## src/rtl/stp_pkg.sv

```systemverilog
// ----------------------------------------------------------------------------
// stp_pkg: shared types, codes and helpers of the siren tone pattern generator
// Holds the pattern mode codes, indication codes, register indexes and the
// small decode functions used by the pipeline.
// ----------------------------------------------------------------------------
package stp_pkg;

	localparam int TIME_BITS_DEF = 32;

	// divider widths
	localparam int DIV1_RW = 17;  // pulse cycle may need 17 bits
	localparam int DIV2_RW = 16;  // sweep cycle fits 16 bits
	localparam int DIV2_QW = 14;  // sweep quotient stays below 2^13
	localparam int NUM_W   = DIV2_RW + DIV2_QW;

	localparam int CFG_IDX_W  = 3;
	localparam int CFG_DATA_W = 16;

	// pattern modes
	localparam logic [2:0] MODE_CONST = 3'd0;
	localparam logic [2:0] MODE_ALT   = 3'd1;
	localparam logic [2:0] MODE_PULSE = 3'd2;
	localparam logic [2:0] MODE_SOS   = 3'd3;
	localparam logic [2:0] MODE_SWEEP = 3'd4;
	localparam logic [2:0] MODE_TEST  = 3'd5;

	// indications
	localparam logic [2:0] IND_SOUND  = 3'd0;
	localparam logic [2:0] IND_SILENT = 3'd1;
	localparam logic [2:0] IND_FIRST  = 3'd2;
	localparam logic [2:0] IND_SECOND = 3'd3;
	localparam logic [2:0] IND_TEST   = 3'd4;

	// register indexes
	localparam logic [2:0] REG_MODE     = 3'd0;
	localparam logic [2:0] REG_FREQ_A   = 3'd1;
	localparam logic [2:0] REG_FREQ_B   = 3'd2;
	localparam logic [2:0] REG_INTERVAL = 3'd3;
	localparam logic [2:0] REG_PULSE_ON = 3'd4;
	localparam logic [2:0] REG_PULSE_OFF= 3'd5;
	localparam logic [2:0] REG_TEST     = 3'd6;

	localparam logic [16:0] SOS_CYCLE_MS = 17'd4800;
	localparam logic [15:0] ALT_MIN_MS   = 16'd50;
	localparam logic [15:0] SWEEP_MIN_MS = 16'd100;
	localparam logic [13:0] MIN_TONE_HZ  = 14'd300;
	localparam logic [13:0] MAX_TONE_HZ  = 14'd2000;

	// side data that rides along the sweep divider
	typedef struct packed {
		logic [11:0] f_base;
		logic [2:0]  ind;
		logic        sweep;
		logic        neg;
	} stp_side_t;

	// marks of the sos cycle: 3 short, 3 long, 3 short, each with a 200 ms gap
	function automatic logic sos_on(input logic [12:0] ph);
		logic on;
		on = (ph < 13'd200)
			|| (ph >= 13'd400  && ph < 13'd600)
			|| (ph >= 13'd800  && ph < 13'd1000)
			|| (ph >= 13'd1200 && ph < 13'd1800)
			|| (ph >= 13'd2000 && ph < 13'd2600)
			|| (ph >= 13'd2800 && ph < 13'd3400)
			|| (ph >= 13'd3600 && ph < 13'd3800)
			|| (ph >= 13'd4000 && ph < 13'd4200)
			|| (ph >= 13'd4400 && ph < 13'd4600);
		return on;
	endfunction

	function automatic logic [10:0] clamp_tone(input logic [13:0] f);
		logic [13:0] r;
		if (f == 14'd0) begin
			r = 14'd0;
		end else if (f < MIN_TONE_HZ) begin
			r = MIN_TONE_HZ;
		end else if (f > MAX_TONE_HZ) begin
			r = MAX_TONE_HZ;
		end else begin
			r = f;
		end
		return r[10:0];
	endfunction

endpackage

```

## src/rtl/stp_div_cell.sv

```systemverilog
// ----------------------------------------------------------------------------
// stp_div_cell: one restoring division cell
// Takes one dividend bit into the partial remainder, subtracts the divisor
// when it fits and shifts the quotient bit into the word.
// ----------------------------------------------------------------------------
module stp_div_cell #(
	parameter int RW = 17,
	parameter int DW = 32
) (
	input  logic          clk,
	input  logic          arst_n,
	input  logic          en,
	input  logic [RW-1:0] d,
	input  logic          vld_i,
	input  logic [RW-1:0] rem_i,
	input  logic [DW-1:0] word_i,
	output logic          vld_o,
	output logic [RW-1:0] rem_o,
	output logic [DW-1:0] word_o
);
	import stp_pkg::*;

	logic [RW:0]   r;
	logic [RW:0]   diff;
	logic          ge;
	logic          vld_q;
	logic [RW-1:0] rem_q;
	logic [DW-1:0] word_q;

	assign r    = {rem_i, word_i[DW-1]};
	assign diff = r - {1'b0, d};
	assign ge   = (r >= {1'b0, d});

	always_ff @(posedge clk or negedge arst_n) begin
		if (!arst_n) begin
			vld_q <= 1'b0;
		end else if (en) begin
			vld_q <= vld_i;
		end
	end

	always_ff @(posedge clk) begin
		if (en) begin
			rem_q  <= ge ? diff[RW-1:0] : r[RW-1:0];
			word_q <= {word_i[DW-2:0], ge};
		end
	end

	assign vld_o  = vld_q;
	assign rem_o  = rem_q;
	assign word_o = word_q;

endmodule

```

## config.mk

```make
export PLATFORM = sky130hd
export DESIGN_NAME = stp_div_cell
export DESIGN_NICKNAME = d
export VERILOG_FILES = /design/src/rtl/stp_pkg.sv /design/src/rtl/stp_div_cell.sv
export SDC_FILE = /design/constraint.sdc
export NUM_CORES = 1
export LEC_CHECK = 0
export ABC_CLOCK_PERIOD_IN_PS = 800
export BUFFER_PORTS_ARGS = -buffer_cell sky130_fd_sc_hd__buf_4
export CAP_MARGIN = 20
export CORE_UTILIZATION = 49
export CTS_BUF_LIST = sky130_fd_sc_hd__clkbuf_4 sky130_fd_sc_hd__clkbuf_8
export CTS_CLUSTER_SIZE = 10
export DETAILED_ROUTE_END_ITERATION = 6
export PLACE_DENSITY = 0.93
export SLEW_MARGIN = 20
export SYNTH_ARGS = -nofsm -noshare
export SYNTH_HDL_FRONTEND = slang
export SYNTH_SLANG_ARGS = --single-unit
```

## constraint.sdc

```tcl
create_clock -name clk -period 0.8 [get_ports clk]
set_input_delay 0.08 -clock clk [delete_from_list [all_inputs] [get_ports clk]]
set_output_delay 0.08 -clock clk [all_outputs]
set_load 0.01 [all_outputs]
```

==> out/results.ini, run 1 <==
[run_status]
status = aborted with a tool error
lastStage = global routing (5_1_grt)
tool.error = [ERROR DPL-0033] detailed placement checks failed during check placement.

[place]
gp_congestion = 0.852
dp_hpwl_mm = 6.71
io_buffers = 119

[die]
die_width_microns = 76.1
start_util_pct = 51.7
ios = 120
die_h_microns = 76.1
rows = 26

[logic_synthesis]
synth_edf_count = 49
netlist_instances = 203
synth_ff_type = edfxtp_1
ys_top_cells_by_area = edfxtp_1 (55%), ha_1 (7.9%), mux2_4 (5.6%)
syn_nets = 291
ys_seq_area_share_pct = 55.6
ys_types = 47
yosysTopAreaCellShare_pct = 54.7
synth_top_area_cell = edfxtp_1
ys_async_sr_fraction_pct = 2.00
ys.warnings.count = 0
ys_ff_latch = 50
synth.cell_area_sq_um = 2690
avgSynthCellArea_sq_um = 13.3

[sta]
worstEndpointType = register data pin
worst_endpoint = rem_o[8]$_DFFE_PP_/D

[clock_network]
ctsLongestPathBuffers = 2
cts_inserted_buffers = 5
cts-htree-levels = 2
cts_num_sinks = 50
root_buffer = clkbuf_8

[global_routing]
antenna_found_initial = 0
grt_max_degree = 21

-- per-stage QoR --
step	cells	instance area [sq um]	util, %	worst slack [ns]
4_1_cts	481	4840	93.0	-1.01
3_5_place_dp	436	4060	78.0	-1.48
3_3_place_gp	436	4060	78.0	-1.39
2_1_floorplan	203	2740	-	-1.34
-- synthesized netlist by cell type, types with 2 or more instances --
cell	instances
o21bai_1	2
a21boi_0	3
o21ai_0	7
ha_1	17
mux2_4	10
xor2_1	3
nor3_1	4
o31ai_2	3
and2_1	3
nand3_1	7
edfxtp_1	49
o2bb2ai_1	2
o21a_1	2
nand2b_1	3
inv_1	22
a21o_1	3
nand2_1	9
xnor2_1	8
nor2_1	6
a21oi_1	13
-- logic make-up after synthesis --
group,share of synthesized area (%)
fa+ha+maj,8.65
xor+xnor,3.58
buf+inv,4.42
flops,55.6
compound gates,13.1
simple gates,8.23
mux,6.37
-- what timing repair did --
item	CTS
gates resized for setup	68
gates cloned	1
endpoints found under the setup margin	68
hold buffers	32
pin swaps	7
endpoints found under the hold margin	32
setup buffers	4
==> inputs of run 2 (changes only) <==
CORE_UTILIZATION = 40   (was 49)
CTS_BUF_LIST = unset   (was sky130_fd_sc_hd__clkbuf_4 sky130_fd_sc_hd__clkbuf_8)
CTS_CLUSTER_SIZE = unset   (was 10)
PLACE_DENSITY = unset   (was 0.93)
PLACE_DENSITY_LB_ADDON = 0.15   (was unset)
==> out/results.ini, run 2 <==
[place]
place_area_sq_um = 4120
dp_hpwl_mm = 5.16
dp_slack_ns = -1.48
io_buffers = 119
gp_congestion = 0.824

[logic_synthesis]
yosys-top-cells-count = edfxtp_1 (49), inv_1 (22), ha_1 (17)
syn_nets = 291
ys_types = 47
synth-compound-area-share_pct = 13.1
synth.mux.area_fraction_pct = 6.37
synth_ff_type = edfxtp_1
ys_ff_latch = 50
ys_top_cells_by_area = edfxtp_1 (55%), ha_1 (7.9%), mux2_4 (5.6%)
yosysTopAreaCellShare_pct = 54.7
synthSimpleGateAreaFrac_pct = 8.23
ys.warnings.count = 0
synthAdderAreaFrac_pct = 8.65
ys_async_sr_fraction_pct = 2.00
synth_top_family_by_area = compound AO/OA/AOI/OAI gates
synth_most_common_cell = edfxtp_1
netlist_instances = 203
synth_top_area_cell = edfxtp_1
synth_xor_area_share_pct = 3.58
synth.cell_area_sq_um = 2690
ys_seq_area_share_pct = 55.6
avgSynthCellArea_sq_um = 13.3
synth_edf_count = 49

[sta]
hold_violations = 0
tns_ns = -23.29
setup_viol = 69
fin_ws_ns = -1.02
fmax_mhz = 548
max_slew.worst_pin.slew_ns = 0.366
rsz0062_at_grt = true
timing.slew.headroom_pct = 75.6
period_needed_ns = 1.82
fin_skew_ns = 0
slew_viol_final = 0
fin_crit_sh_pct = 228
holdWs_ns = 0.0747

[clock_network]
ctsLongestPathBuffers = 2
cts_tree = yes
cts_inserted_buffers = 5
insertion_delay_ns = 0.30
clk_pin_slew_ns = 0.09
cts_num_sinks = 50
cts-htree-levels = 2
root_buffer = clkbuf_8

[global_routing]
grt_max_degree = 29
grt_usage_pct = 21.7
grt_overflow_total = 0
use_met1_pct = 25.3
antenna_found_initial = 0
gr-usage-met2_pct = 41.4
grt_pass1_wl_mm = 12.0
gr-usage-met3_pct = 3.76
busiest_layer = met2
first_global_vias = 2487

[drt]
via_per_inst = 4.89
drt_pass1_iterations = 7
drt_wl_total_mm = 7.67
ant_nets = 0
num_vias = 2440
first_iter_violations = 101
drc = 27
wire_per_inst_microns = 15.4

[critical_path]
crit_path_max_fanout = 5
critPathKind = in2reg
critPathMaxStageDelay_ns = 0.35
slowest_stage = or3_4
crit_arrival_ns = 1.88
r2r_slack_ns = 0.04
cp-end-kind = register
path_delay_family = simple AND/OR/NAND/NOR gates
startpoint_type = input pin
required_ns = 0.86
critPathBufInv = 4
crit_path_cell_trace = buf_12 -> inv_12 -> ha_4 -> inv_2 -> fa_2 -> a21oi_4 -> or3_4 -> a21oi_4 -> o21bai_4 -> and2_4 -> inv_12 -> mux2_4

[layout]
drive_gt1_share_pct = 54.0
mostFrequentLayoutCells = buf_4 (124), buf_6 (51), edfxtp_1 (49)
seqCellArea_sq_um = 1500
largest_reg_flops = 32
diodes = 0
multi_input_area_sq_um = 1210
design_area_sq_um = 4910
layout_commonest_cell = buf_4
area_growth_pct = 82.6
fill_cells = 408
final_nets = 509

[run_status]
status = finished, violations left
violations = DRC, setup timing

[die]
die_h_microns = 84.0
core-area_sq_um = 6420
ios = 120
dieArea_sq_um = 7060
start_util_pct = 41.9
die_width_microns = 84.0
rows = 29

[hold_path]
hp-class = in2reg

[pwr]
p_leak_nw = 2.22
p_per_area_nw_per_um2 = 1530
peakVddDrop_uv = 813

[flow_run]
maxCapViolCount = 0

run 2: cell counts after synthesis:
Identical to the previous run, type by type.
run 2: worst paths after layout:
path / from / endpoint / cells past startpoint
worst min-delay path: rem_i[13] / rem_o[14] / 2
worst min register to register: vld_o / vld_o / 1
worst max register to register: vld_o / vld_o / 1
worst max-delay path: word_i[31] / rem_o[8] / 12
min in group asynchronous: arst_n / vld_o / 2
max in group asynchronous: arst_n / vld_o / 2
run 2: stage by stage:
stage | utilization [%] | cells | power [mW]
global placement | 64.2 | 450 | 5.53
finish | 76.5 | 499 | 7.52
CTS | 74.3 | 495 | 7.41
floorplan | - | 203 | 4.38
detailed placement | 64.2 | 450 | 5.57
global route | 76.5 | 499 | 7.90
run 2: timing repair:
item / in CTS / in global routing
hold buffers: 32 / 1
pin swaps: 7 / 1
cloned: 1 / 0
setup buffers: 4 / 4
hold endpoints to repair: 32 / 1
gates resized for setup: 47 / 28
endpoints found under the setup margin: 68 / 68
run 2: metal layers:
metal	part of all wire, %	wire [microns]	vias up
met1	39	3010	1154
li1	-	-	1195
met4	0.69	53	0
met3	5.5	421	6
met2	55	4190	85
met5	0	0	-
run 2: logic make-up after synthesis:
logic type,Yosys count
DFF,50
AOI/OAI and AO/OA,47
and+or+nand+nor,41
buffers and inverters,24
adders and majority gates,18
muxes,12
xor gates and xnor gates,11
run 2: layout make-up:
type,instances,area share [%]
inverter,23,2.27
timing repair inverter,1,0.229
sequential,50,30.5
tap,77,1.96
clock buffer,5,1.40
clock inverter,3,0.433
multi-input combinational,129,24.6
timing repair buffer,211,38.6
run 2: power by group:
| part | internal (mW) | switching, mW | leakage, nW |
|---|---|---|---|
| Clock | 0.616 | 0.852 | 0.0441 |
| Sequential | 3.22 | 0.133 | 0.491 |
| Combinational | 1.64 | 1.06 | 1.68 |
| Total | 5.47 | 2.05 | 2.22 |
Power figures use the tool's default switching activity.
